`src/hw/rtl/prt_pkg.sv`:
```
package prt_pkg;

   // Default counter width of the timer.
   localparam int COUNTER_BITS_DEF = 16;

   // Field widths of the channels and registers.
   localparam int PRESCALE_W = 11;
   localparam int RELOAD_W   = 16;
   localparam int AMOUNT_W   = 32;
   localparam int COUNTER_W  = 16;
   localparam int OVF_W      = 32;
   localparam int LEFT_W     = 27;
   localparam int CSR_IDX_W  = 2;
   localparam int CSR_DATA_W = 16;

   // Largest usable prescale value.
   localparam logic [PRESCALE_W-1:0] PRESCALE_MAX = PRESCALE_W'(1024);

   // Register indexes on the configuration channel.
   localparam logic [CSR_IDX_W-1:0] REG_PRESCALE = 2'd0;
   localparam logic [CSR_IDX_W-1:0] REG_RELOAD   = 2'd1;
   localparam logic [CSR_IDX_W-1:0] REG_IRQ_EN   = 2'd2;

   // Operation codes of the request channel.
   localparam logic OP_ADVANCE = 1'b0;
   localparam logic OP_RESTART = 1'b1;

   // Operand choice for the shared divider.
   typedef enum logic {
      DIV_OVERFLOW = 1'b0,
      DIV_COUNTER  = 1'b1
   } div_sel_type;

   // Commands from the controller to the datapath.
   typedef struct packed {
      logic        req_ready;
      logic        restart;
      logic        keep_sum;
      logic        div_start;
      div_sel_type div_sel;
      logic        take_ovf;
      logic        load_out;
   } cmd_type;

   // Status from the datapath to the controller.
   typedef struct packed {
      logic req_valid;
      logic op_restart;
      logic period_zero;
      logic sum_ge;
      logic div_done;
      logic out_free;
   } status_type;

endpackage

```
`src/hw/rtl/prt_if.sv`:
```
// Request channel: one timer operation per transaction.
interface prt_req_if;
   import prt_pkg::*;
   logic                valid;
   logic                ready;
   logic                op;
   logic [AMOUNT_W-1:0] amount;
   modport source (output valid, op, amount, input ready);
   modport sink (input valid, op, amount, output ready);
endinterface

// Response channel: one result per request transaction.
interface prt_rsp_if;
   import prt_pkg::*;
   logic                 valid;
   logic                 ready;
   logic [COUNTER_W-1:0] counter;
   logic [OVF_W-1:0]     overflow_count;
   logic                 irq;
   logic [LEFT_W-1:0]    cycles_left;
   modport source (output valid, counter, overflow_count, irq, cycles_left, input ready);
   modport sink (input valid, counter, overflow_count, irq, cycles_left, output ready);
endinterface

// Register write channel.
interface prt_csr_if;
   import prt_pkg::*;
   logic                  valid;
   logic                  ready;
   logic [CSR_IDX_W-1:0]  index;
   logic [CSR_DATA_W-1:0] data;
   modport source (output valid, index, data, input ready);
   modport sink (input valid, index, data, output ready);
endinterface

```
`src/hw/rtl/prt_div.sv`:
```
// Restoring divider that produces one quotient bit per cycle.
module prt_div #(
   parameter int DVD_W = 33,
   parameter int DVS_W = 27
) (
   input  logic             clock,
   input  logic             reset,
   input  logic             start,
   input  logic [DVD_W-1:0] dividend,
   input  logic [DVS_W-1:0] divisor,
   output logic             done,
   output logic [DVD_W-1:0] quotient,
   output logic [DVS_W-1:0] remainder
);
   localparam int CNT_W = $clog2(DVD_W + 1);

   logic [DVD_W-1:0] quo_ff, quo_in;
   logic [DVS_W-1:0] rem_ff, rem_in;
   logic [DVS_W-1:0] dvs_ff, dvs_in;
   logic [CNT_W-1:0] cnt_ff, cnt_in;
   logic             busy_ff, busy_in;
   logic             done_ff, done_in;
   logic [DVS_W:0]   trial;
   logic [DVS_W:0]   diff;
   logic             ge;

   // One shift-and-subtract step: bring in the next dividend bit.
   always_comb begin
      trial = {rem_ff, quo_ff[DVD_W-1]};
      diff  = trial - {1'b0, dvs_ff};
      ge    = trial >= {1'b0, dvs_ff};
   end

   always_comb begin
      quo_in  = quo_ff;
      rem_in  = rem_ff;
      dvs_in  = dvs_ff;
      cnt_in  = cnt_ff;
      busy_in = busy_ff;
      done_in = 1'b0;
      if (start) begin
         quo_in  = dividend;
         rem_in  = '0;
         dvs_in  = divisor;
         cnt_in  = CNT_W'(DVD_W);
         busy_in = 1'b1;
      end else if (busy_ff) begin
         quo_in = {quo_ff[DVD_W-2:0], ge};
         rem_in = ge ? diff[DVS_W-1:0] : trial[DVS_W-1:0];
         cnt_in = cnt_ff - CNT_W'(1);
         if (cnt_ff == CNT_W'(1)) begin
            busy_in = 1'b0;
            done_in = 1'b1;
         end
      end
   end

   always_ff @(posedge clock) begin
      if (reset) begin
         busy_ff <= 1'b0;
         done_ff <= 1'b0;
         cnt_ff  <= '0;
      end else begin
         busy_ff <= busy_in;
         done_ff <= done_in;
         cnt_ff  <= cnt_in;
      end
      quo_ff <= quo_in;
      rem_ff <= rem_in;
      dvs_ff <= dvs_in;
   end

   assign done      = done_ff;
   assign quotient  = quo_ff;
   assign remainder = rem_ff;

endmodule

```
`src/hw/rtl/prt_ctrl.sv`:
```
// Sequencer for one timer operation at a time.
module prt_ctrl (
   input  logic                clock,
   input  logic                reset,
   input  prt_pkg::status_type status,
   output prt_pkg::cmd_type    cmd
);
   import prt_pkg::*;

   typedef enum logic [5:0] {
      ST_IDLE   = 6'b000001,
      ST_LOAD   = 6'b000010,
      ST_ODIV   = 6'b000100,
      ST_CSTART = 6'b001000,
      ST_CDIV   = 6'b010000,
      ST_FIN    = 6'b100000
   } state_type;

   state_type state_ff, state_in;

   // Next state and command decode.
   always_comb begin
      state_in = state_ff;
      cmd      = '0;
      unique case (state_ff)
         ST_IDLE: begin
            cmd.req_ready = 1'b1;
            if (status.req_valid) begin
               state_in = ST_LOAD;
            end
         end
         ST_LOAD: begin
            if (status.op_restart) begin
               cmd.restart = 1'b1;
               state_in    = ST_CSTART;
            end else if (status.period_zero) begin
               state_in = ST_CSTART;
            end else if (status.sum_ge) begin
               cmd.div_start = 1'b1;
               cmd.div_sel   = DIV_OVERFLOW;
               state_in      = ST_ODIV;
            end else begin
               cmd.keep_sum = 1'b1;
               state_in     = ST_CSTART;
            end
         end
         ST_ODIV: begin
            if (status.div_done) begin
               cmd.take_ovf = 1'b1;
               state_in     = ST_CSTART;
            end
         end
         ST_CSTART: begin
            cmd.div_start = 1'b1;
            cmd.div_sel   = DIV_COUNTER;
            state_in      = ST_CDIV;
         end
         ST_CDIV: begin
            if (status.div_done) begin
               state_in = ST_FIN;
            end
         end
         ST_FIN: begin
            if (status.out_free) begin
               cmd.load_out = 1'b1;
               state_in     = ST_IDLE;
            end
         end
         default: begin
            state_in = ST_IDLE;
         end
      endcase
   end

   always_ff @(posedge clock) begin
      if (reset) begin
         state_ff <= ST_IDLE;
      end else begin
         state_ff <= state_in;
      end
   end

endmodule

```
`src/hw/rtl/prt_datapath.sv`:
```
// Timer state, configuration registers, shared divider and result register.
module prt_datapath #(
   parameter int COUNTER_BITS = prt_pkg::COUNTER_BITS_DEF
) (
   input  logic                clock,
   input  logic                reset,
   prt_req_if.sink             req_chan,
   prt_rsp_if.source           rsp_chan,
   prt_csr_if.sink             csr_chan,
   input  prt_pkg::cmd_type    cmd,
   output prt_pkg::status_type status
);
   import prt_pkg::*;

   localparam int ELA_W = COUNTER_BITS + 10;
   localparam int PER_W = COUNTER_BITS + 11;
   localparam int SUM_W = ((ELA_W > AMOUNT_W) ? ELA_W : AMOUNT_W) + 1;

   logic [PRESCALE_W-1:0] prescale_ff;
   logic [RELOAD_W-1:0]   reload_ff;
   logic                  irq_en_ff;
   logic                  op_ff;
   logic [AMOUNT_W-1:0]   amount_ff;
   logic [ELA_W-1:0]      elapsed_ff, elapsed_in;
   logic [PER_W-1:0]      period_ff, period_in;
   logic [OVF_W-1:0]      ovf_ff;
   logic                  ovf_flag_ff;
   logic                  rsp_valid_ff;
   logic [COUNTER_W-1:0]  rsp_counter_ff;
   logic [OVF_W-1:0]      rsp_ovf_ff;
   logic                  rsp_irq_ff;
   logic [LEFT_W-1:0]     rsp_left_ff;

   logic [PRESCALE_W-1:0]   ps_eff;
   logic [COUNTER_BITS-1:0] reload_cb;
   logic [COUNTER_BITS:0]   span;
   logic [PER_W-1:0]        product;
   logic [SUM_W-1:0]        sum;
   logic [SUM_W-1:0]        div_dividend;
   logic [PER_W-1:0]        div_divisor;
   logic                    div_done;
   logic [SUM_W-1:0]        div_quo;
   logic [PER_W-1:0]        div_rem;
   logic [COUNTER_BITS-1:0] count_cb;
   logic [PER_W-1:0]        left;

   // Register writes are always accepted.
   assign csr_chan.ready = 1'b1;

   always_ff @(posedge clock) begin
      if (reset) begin
         prescale_ff <= PRESCALE_W'(1);
         reload_ff   <= '0;
         irq_en_ff   <= 1'b0;
      end else if (csr_chan.valid) begin
         unique case (csr_chan.index)
            REG_PRESCALE: prescale_ff <= csr_chan.data[PRESCALE_W-1:0];
            REG_RELOAD:   reload_ff   <= csr_chan.data[RELOAD_W-1:0];
            REG_IRQ_EN:   irq_en_ff   <= csr_chan.data[0];
            default: begin
            end
         endcase
      end
   end

   // Prescale clamped to the range 1 to 1024.
   always_comb begin
      if (prescale_ff == '0) begin
         ps_eff = PRESCALE_W'(1);
      end else if (prescale_ff > PRESCALE_MAX) begin
         ps_eff = PRESCALE_MAX;
      end else begin
         ps_eff = prescale_ff;
      end
   end

   // Overflow period for a restart: prescale times the counts to wrap.
   assign reload_cb = COUNTER_BITS'(reload_ff);
   assign span      = {1'b1, {COUNTER_BITS{1'b0}}} - {1'b0, reload_cb};
   assign product   = PER_W'(ps_eff) * PER_W'(span);

   // Elapsed count after adding the requested cycles.
   assign sum = SUM_W'(elapsed_ff) + SUM_W'(amount_ff);

   // Latch the request payload when the transaction completes.
   always_ff @(posedge clock) begin
      if (req_chan.valid && cmd.req_ready) begin
         op_ff     <= req_chan.op;
         amount_ff <= req_chan.amount;
      end
   end

   // Elapsed and period state.
   always_comb begin
      elapsed_in = elapsed_ff;
      period_in  = period_ff;
      if (cmd.restart) begin
         elapsed_in = '0;
         period_in  = product;
      end else if (cmd.keep_sum) begin
         elapsed_in = ELA_W'(sum);
      end else if (cmd.take_ovf) begin
         elapsed_in = ELA_W'(div_rem);
      end
   end

   always_ff @(posedge clock) begin
      if (reset) begin
         elapsed_ff <= '0;
         period_ff  <= '0;
      end else begin
         elapsed_ff <= elapsed_in;
         period_ff  <= period_in;
      end
   end

   // Overflow count of the current transaction.
   always_ff @(posedge clock) begin
      if (req_chan.valid && cmd.req_ready) begin
         ovf_ff      <= '0;
         ovf_flag_ff <= 1'b0;
      end else if (cmd.take_ovf) begin
         ovf_ff      <= OVF_W'(div_quo);
         ovf_flag_ff <= 1'b1;
      end
   end

   // The divider serves both the overflow split and the counter read.
   always_comb begin
      case (cmd.div_sel)
         DIV_OVERFLOW: begin
            div_dividend = sum;
            div_divisor  = period_ff;
         end
         default: begin
            div_dividend = SUM_W'(elapsed_ff);
            div_divisor  = PER_W'(ps_eff);
         end
      endcase
   end

   prt_div #(
      .DVD_W(SUM_W),
      .DVS_W(PER_W)
   ) u_div (
      .clock     (clock),
      .reset     (reset),
      .start     (cmd.div_start),
      .dividend  (div_dividend),
      .divisor   (div_divisor),
      .done      (div_done),
      .quotient  (div_quo),
      .remainder (div_rem)
   );

   // Result fields from the finished state.
   assign count_cb = reload_cb + COUNTER_BITS'(div_quo);
   assign left     = period_ff - PER_W'(elapsed_ff);

   always_ff @(posedge clock) begin
      if (reset) begin
         rsp_valid_ff <= 1'b0;
      end else if (cmd.load_out) begin
         rsp_valid_ff <= 1'b1;
      end else if (rsp_chan.ready) begin
         rsp_valid_ff <= 1'b0;
      end
   end

   always_ff @(posedge clock) begin
      if (cmd.load_out) begin
         rsp_counter_ff <= COUNTER_W'(count_cb);
         rsp_ovf_ff     <= ovf_ff;
         rsp_irq_ff     <= ovf_flag_ff && irq_en_ff;
         rsp_left_ff    <= LEFT_W'(left);
      end
   end

   assign rsp_chan.valid          = rsp_valid_ff;
   assign rsp_chan.counter        = rsp_counter_ff;
   assign rsp_chan.overflow_count = rsp_ovf_ff;
   assign rsp_chan.irq            = rsp_irq_ff;
   assign rsp_chan.cycles_left    = rsp_left_ff;

   // Status back to the controller.
   always_comb begin
      status.req_valid   = req_chan.valid;
      status.op_restart  = (op_ff == OP_RESTART);
      status.period_zero = (period_ff == '0);
      status.sum_ge      = (sum >= SUM_W'(period_ff));
      status.div_done    = div_done;
      status.out_free    = !rsp_valid_ff || rsp_chan.ready;
   end

endmodule

```
`src/hw/rtl/prescaled_reload_timer.sv`:
```
// A restart or an advance without overflow runs the divider once, for the counter read;
// an overflowing advance first runs it to divide the sum by the period, then for that read.
// SUM_W = max(COUNTER_BITS + 10, 32) + 1 is the length of the bit-serial divider, which
// yields one quotient bit per cycle and runs once or twice per request.
// Requests: one at a time; the next is taken the cycle after the result is registered.
// Reset (synchronous, active high): elapsed and period clear, prescale 1, reload 0, no IRQ.
module prescaled_reload_timer #(
   parameter int COUNTER_BITS = prt_pkg::COUNTER_BITS_DEF
) (
   input logic       clock,
   input logic       reset,
   prt_req_if.sink   req_chan,
   prt_rsp_if.source rsp_chan,
   prt_csr_if.sink   csr_chan
);
   import prt_pkg::*;

   cmd_type    cmd;
   status_type status;

   assign req_chan.ready = cmd.req_ready;

   prt_ctrl u_ctrl (
      .clock  (clock),
      .reset  (reset),
      .status (status),
      .cmd    (cmd)
   );

   prt_datapath #(
      .COUNTER_BITS(COUNTER_BITS)
   ) u_datapath (
      .clock    (clock),
      .reset    (reset),
      .req_chan (req_chan),
      .rsp_chan (rsp_chan),
      .csr_chan (csr_chan),
      .cmd      (cmd),
      .status   (status)
   );

   // A result is only loaded when the output register can take it.
   assert property (@(posedge clock) disable iff (reset)
      cmd.load_out |-> status.out_free)
      else $error("result loaded over a pending response");

   // A loaded result is presented on the response channel.
   assert property (@(posedge clock) disable iff (reset)
      cmd.load_out |=> rsp_chan.valid)
      else $error("loaded result not presented");

   // Only one request is in progress at a time.
   assert property (@(posedge clock) disable iff (reset)
      (req_chan.valid && req_chan.ready) |=> !req_chan.ready)
      else $error("request accepted while busy");

   // The divider finishes only while a request is in progress.
   assert property (@(posedge clock) disable iff (reset)
      status.div_done |-> !cmd.req_ready)
      else $error("divider finished while idle");

endmodule
```
`src/flat_wrapper.sv`:
```
// flat-port wrapper written by rule: the top's interface ports become plain ports
module prescaled_reload_timer_flat import prt_pkg::*;
#(
   parameter int COUNTER_BITS = prt_pkg::COUNTER_BITS_DEF
)
  (clock, reset, req_chan_valid, req_chan_op, req_chan_amount, req_chan_ready, rsp_chan_valid, rsp_chan_counter, rsp_chan_overflow_count, rsp_chan_irq, rsp_chan_cycles_left, rsp_chan_ready, csr_chan_valid, csr_chan_index, csr_chan_data, csr_chan_ready);
  prt_req_if req_chan_i ();
  prt_rsp_if rsp_chan_i ();
  prt_csr_if csr_chan_i ();
  input logic clock;
  input logic reset;
  input wire logic [$bits(req_chan_i.valid)-1:0] req_chan_valid;
  input wire logic [$bits(req_chan_i.op)-1:0] req_chan_op;
  input wire logic [$bits(req_chan_i.amount)-1:0] req_chan_amount;
  output wire logic [$bits(req_chan_i.ready)-1:0] req_chan_ready;
  output wire logic [$bits(rsp_chan_i.valid)-1:0] rsp_chan_valid;
  output wire logic [$bits(rsp_chan_i.counter)-1:0] rsp_chan_counter;
  output wire logic [$bits(rsp_chan_i.overflow_count)-1:0] rsp_chan_overflow_count;
  output wire logic [$bits(rsp_chan_i.irq)-1:0] rsp_chan_irq;
  output wire logic [$bits(rsp_chan_i.cycles_left)-1:0] rsp_chan_cycles_left;
  input wire logic [$bits(rsp_chan_i.ready)-1:0] rsp_chan_ready;
  input wire logic [$bits(csr_chan_i.valid)-1:0] csr_chan_valid;
  input wire logic [$bits(csr_chan_i.index)-1:0] csr_chan_index;
  input wire logic [$bits(csr_chan_i.data)-1:0] csr_chan_data;
  output wire logic [$bits(csr_chan_i.ready)-1:0] csr_chan_ready;
  assign req_chan_i.valid = req_chan_valid;
  assign req_chan_i.op = req_chan_op;
  assign req_chan_i.amount = req_chan_amount;
  assign req_chan_ready = req_chan_i.ready;
  assign rsp_chan_valid = rsp_chan_i.valid;
  assign rsp_chan_counter = rsp_chan_i.counter;
  assign rsp_chan_overflow_count = rsp_chan_i.overflow_count;
  assign rsp_chan_irq = rsp_chan_i.irq;
  assign rsp_chan_cycles_left = rsp_chan_i.cycles_left;
  assign rsp_chan_i.ready = rsp_chan_ready;
  assign csr_chan_i.valid = csr_chan_valid;
  assign csr_chan_i.index = csr_chan_index;
  assign csr_chan_i.data = csr_chan_data;
  assign csr_chan_ready = csr_chan_i.ready;
  prescaled_reload_timer #(.COUNTER_BITS(COUNTER_BITS)) u_core (.clock(clock), .reset(reset), .req_chan(req_chan_i), .rsp_chan(rsp_chan_i), .csr_chan(csr_chan_i));
endmodule
```
`config.mk`:
```
export PLATFORM = sky130hd
export DESIGN_NAME = prescaled_reload_timer_flat
export DESIGN_NICKNAME = d
export VERILOG_FILES = /design/src/hw/rtl/prt_pkg.sv /design/src/hw/rtl/prt_if.sv /design/src/hw/rtl/prt_div.sv /design/src/hw/rtl/prt_ctrl.sv /design/src/hw/rtl/prt_datapath.sv /design/src/hw/rtl/prescaled_reload_timer.sv /design/src/flat_wrapper.sv
export SDC_FILE = /design/constraint.sdc
export NUM_CORES = 1
export LEC_CHECK = 0
export BUFFER_PORTS_ARGS = -buffer_cell sky130_fd_sc_hd__buf_4
export CORE_MARGIN = 2
export CORE_UTILIZATION = 65
export CTS_CLUSTER_SIZE = 8
export DETAILED_ROUTE_END_ITERATION = 7
export HOLD_SLACK_MARGIN = 0.02
export PLACE_DENSITY = 0.84
export SETUP_SLACK_MARGIN = 0.15
export SYNTH_ARGS = -nofsm -noshare
export SYNTH_HDL_FRONTEND = slang
export SYNTH_SLANG_ARGS = --single-unit
```
`constraint.sdc`:
```
create_clock -name clock -period 14.74 [get_ports clock]
set_input_delay 1.474 -clock clock [delete_from_list [all_inputs] [get_ports clock]]
set_output_delay 1.474 -clock clock [all_outputs]
set_load 0.05 [all_outputs]
```
==> flow_metrics.py <==
metrics = {
    "synth": {
        "synth_edf_count": 169,
        "synth_most_common_cell": "nand2_1",
        "async_flop_share_pct": 0,
        "synth_area_um2": 23700,
        "ys_seq_area_share_pct": 34.7,
        "syn_area_per_cell_um2": 9.21,
        "ys_types": 79,
        "syn-num-nets": 2949,
        "yosys.area.top_type_share_pct": 21.5,
        "ys_top_cells_by_count": "328 x nand2_1, 297 x inv_1, 242 x nor2_1, 187 x ha_1, 169 x edfxtp_1",
        "synthCells": 2569,
        "yosys_warnings": 0,
        "synth_top_flop_cell": "edfxtp_1",
        "synth-seq-cells": 325,
        "yosys-top-cells-area": "edfxtp_1 21%, dfxtp_1 13%, fa_1 12%",
        "synth_top_cell_by_area": "edfxtp_1",
    },
    "detailed_routing": {
        "drt_iter0_drc": 2055,
        "vias_per_cell": 6.22,
        "drcViolationCount": 0,
        "wl_um": 68600,
        "route.antenna.remaining_nets": 0,
        "via_count": 19700,
        "first_pass_iters": 5,
        "wl_per_cell_um": 21.6,
    },
    "setup_path": {
        "cp.arrival_ns": 8.32,
        "cpPeakStageDelay_ns": 0.55,
        "crit_type": "register to register",
        "crit_end": "u_core.u_datapath.period_ff[26]$_SDFFE_PP0P_",
        "worstSetupStartpointType": "register",
        "cp.required_ns": 15.24,
        "startpoint": "u_core.u_datapath.reload_cb[2]$_SDFFE_PP0P_",
        "cp_slowest_cell": "xor2_1",
        "critPathMaxFanout": 7,
        "reg2reg_to": "u_core.u_datapath.period_ff[26]$_SDFFE_PP0P_",
        "worst-r2r-setup-slack_ns": 6.92,
        "end_kind": "register",
        "cp_common_cell": "fa_1",
        "ff2ff_path_depth": 26,
        "r2r_start": "u_core.u_datapath.reload_cb[2]$_SDFFE_PP0P_",
    },
    "finish": {
        "drive_gt1_share_pct": 9.36,
        "seqCellArea_um2": 8200,
        "areaGrowthSynthToFinish_pct": 11.6,
        "fillers": 2601,
        "nets": 3058,
        "diodes": 0,
        "multi_input_area_um2": 14000,
    },
    "timing": {
        "clock_skew_ns": 0.0231,
        "tightest_slew_ns": 1.40,
        "period_share_pct": 53.0,
        "rsz0062_at_grt": "false",
        "slew_viol_final": 0,
        "fmax_mhz": 128,
        "relSlewSlack_pct": 5.73,
        "fin_tns_setup_ns": 0,
        "hold_ws_ns": 0.426,
        "hold_viol_final": 0,
        "min_period_ns": 7.82,
        "setup_viol": 0,
    },
    "floorplan": {
        "die_area_um2": 37900,
        "initial_core_util_pct": 66.2,
        "io_pins": 135,
        "coreArea_um2": 35700,
        "num_rows": 69,
        "die-width_um": 195,
        "die_y_um": 195,
    },
    "clock_tree": {
        "cts_resized": 0,
        "htreeDepth": 2,
        "cts_tree": "built",
        "cts.clk_slew.worst_paths_ns": 0.05,
        "clock_latency_ns": 0.59,
        "cts_hold_buf": 0,
        "cts_inserted_buffers": 46,
        "post_cts_buffers": 0,
        "cts_sinks": 325,
        "root_buffer": "clkbuf_16",
        "cts.path.max_buffers": 3,
    },
    "run_status": {
        "status": "finished, final reports clean",
    },
    "placement": {
        "place_hpwl_um": 51600,
        "port_buffers": 133,
        "gp_congestion": 0.971,
    },
    "job": {
        "maxCapViolations": 0,
    },
    "global_routing": {
        "antenna_found_initial": 1,
        "grt_usage_pct": 36.8,
        "grt_max_degree": 69,
        "first_global_vias": 19600,
        "overflow": 0,
        "grt_pass1_wl_um": 108000,
    },
    "power": {
        "power_density_nw_per_um2": 111,
        "irDropWorstVdd_mv": 0.0935,
        "p_leak_nw": 11.1,
    },
    "min_path": {
        "hold_class": "register to register",
    },
}
## logic make-up after synthesis
family	synth area share [%]
buffers and inverters	6.41
XOR/XNOR	4.89
AND/OR/NAND/NOR	15.8
flip-flops	34.7
multiplexers	1.61
AO/OA/AOI/OAI	15.1
adder cells (fa/ha/maj)	21.5
other	0.0159
## routing by layer
layer | vias to the layer above | GRT usage, % | share of wire (%)
li1 | 9002 | - | -
met3 | 163 | 9.21 | 11
met1 | 9587 | 50.7 | 41
met5 | - | 0 | 0
met2 | 994 | 57.4 | 44
met4 | 0 | 11.9 | 3.3
## placed cells by master, fill, tap and decap left out, drive strengths merged, types with 89 or more instances in the layout
| cell type | count |
|---|---|
| nor2 | 243 |
| fa | 137 |
| dfxtp | 156 |
| a21oi | 164 |
| o21ai | 120 |
| ha | 187 |
| nand2 | 328 |
| xnor2 | 89 |
| edfxtp | 169 |
| inv | 300 |
| buf | 156 |
## critical path: cells and delay by family, from the launching register on
family | cells | cell delay, ns
compound gates | 7 | 1.70
flops | 1 | 0.40
simple gates | 8 | 1.90
xor+xnor | 2 | 0.62
fa+ha+maj | 6 | 2.94
buf+inv | 3 | 0.16
## state kept, by name (all words and copies together) (netlist names)
| register | count |
|---|---|
| u_core.u_datapath.irq_en_ff | 1 |
| u_core.u_datapath.elapsed_ff | 26 |
| u_core.u_datapath.prescale_ff | 11 |
| u_core.u_datapath.ovf_ff | 32 |
| u_core.u_datapath.rsp_chan.cycles_left | 27 |
| u_core.u_datapath.rsp_chan.valid | 1 |
| u_core.u_datapath.amount_ff | 32 |
| u_core.u_datapath.u_div.quotient | 33 |
| u_core.u_datapath.ovf_flag_ff | 1 |
| u_core.u_datapath.period_ff | 27 |
| u_core.u_datapath.u_div.remainder | 27 |
| u_core.u_datapath.u_div.done | 1 |
| u_core.u_datapath.op_ff | 1 |
| u_core.u_datapath.u_div.cnt_ff | 6 |
| u_core.u_datapath.rsp_chan.irq | 1 |
| u_core.u_datapath.u_div.dvs_ff | 27 |
| u_core.u_datapath.reload_cb | 16 |
| u_core.u_datapath.rsp_chan.counter | 16 |
| u_core.u_ctrl.state_ff | 6 |
| u_core.u_datapath.u_div.busy_ff | 1 |
| u_core.u_datapath.rsp_chan.overflow_count | 32 |
## power by group
part / leakage (nW) / switching [mW] / internal [mW]
Clock: 0.640 / 0.406 / 0.593
Sequential: 2.84 / 0.0824 / 1.01
Combinational: 7.64 / 0.510 / 0.331
## final cells by class
type | instances | share of cell area (%)
multi-input combinational | 1850 | 52.9
sequential | 325 | 31.1
clock buffer | 81 | 4.90
timing repair buffer | 156 | 4.44
inverter | 299 | 4.25
tap | 461 | 2.19
clock inverter | 3 | 0.223
## through the flow
step	total power, mW	util (%)	instances	instance area [um^2]	setup WS, ns
CTS	2.92	73.8	3175	26400	7.01
global placement	1.89	70.0	3091	25000	7.43
finish	2.93	73.8	3175	26400	6.92
detailed placement	1.92	70.0	3091	25000	7.03
global route	3.07	73.8	3175	26400	6.37
floorplan	1.71	-	2569	23700	7.88
## worst min path at each step
stage	start	to	slack, ns	cells past startpoint
after floorplan	u_core.u_datapath.ovf_ff[0]$_SDFFE_PP0P_	u_core.u_datapath.rsp_chan.overflow_count[0]$_DFFE_PP_	0.41	0
after global placement	u_core.u_datapath.ovf_ff[16]$_SDFFE_PP0P_	u_core.u_datapath.rsp_chan.overflow_count[16]$_DFFE_PP_	0.41	0
after detailed placement	u_core.u_datapath.ovf_ff[28]$_SDFFE_PP0P_	u_core.u_datapath.rsp_chan.overflow_count[28]$_DFFE_PP_	0.42	0
after CTS	u_core.u_datapath.ovf_ff[28]$_SDFFE_PP0P_	u_core.u_datapath.rsp_chan.overflow_count[28]$_DFFE_PP_	0.43	0
after global routing	u_core.u_datapath.ovf_ff[28]$_SDFFE_PP0P_	u_core.u_datapath.rsp_chan.overflow_count[28]$_DFFE_PP_	0.43	0
final	u_core.u_datapath.ovf_ff[20]$_SDFFE_PP0P_	u_core.u_datapath.rsp_chan.overflow_count[20]$_DFFE_PP_	0.43	0
Power figures use the tool's default switching activity.
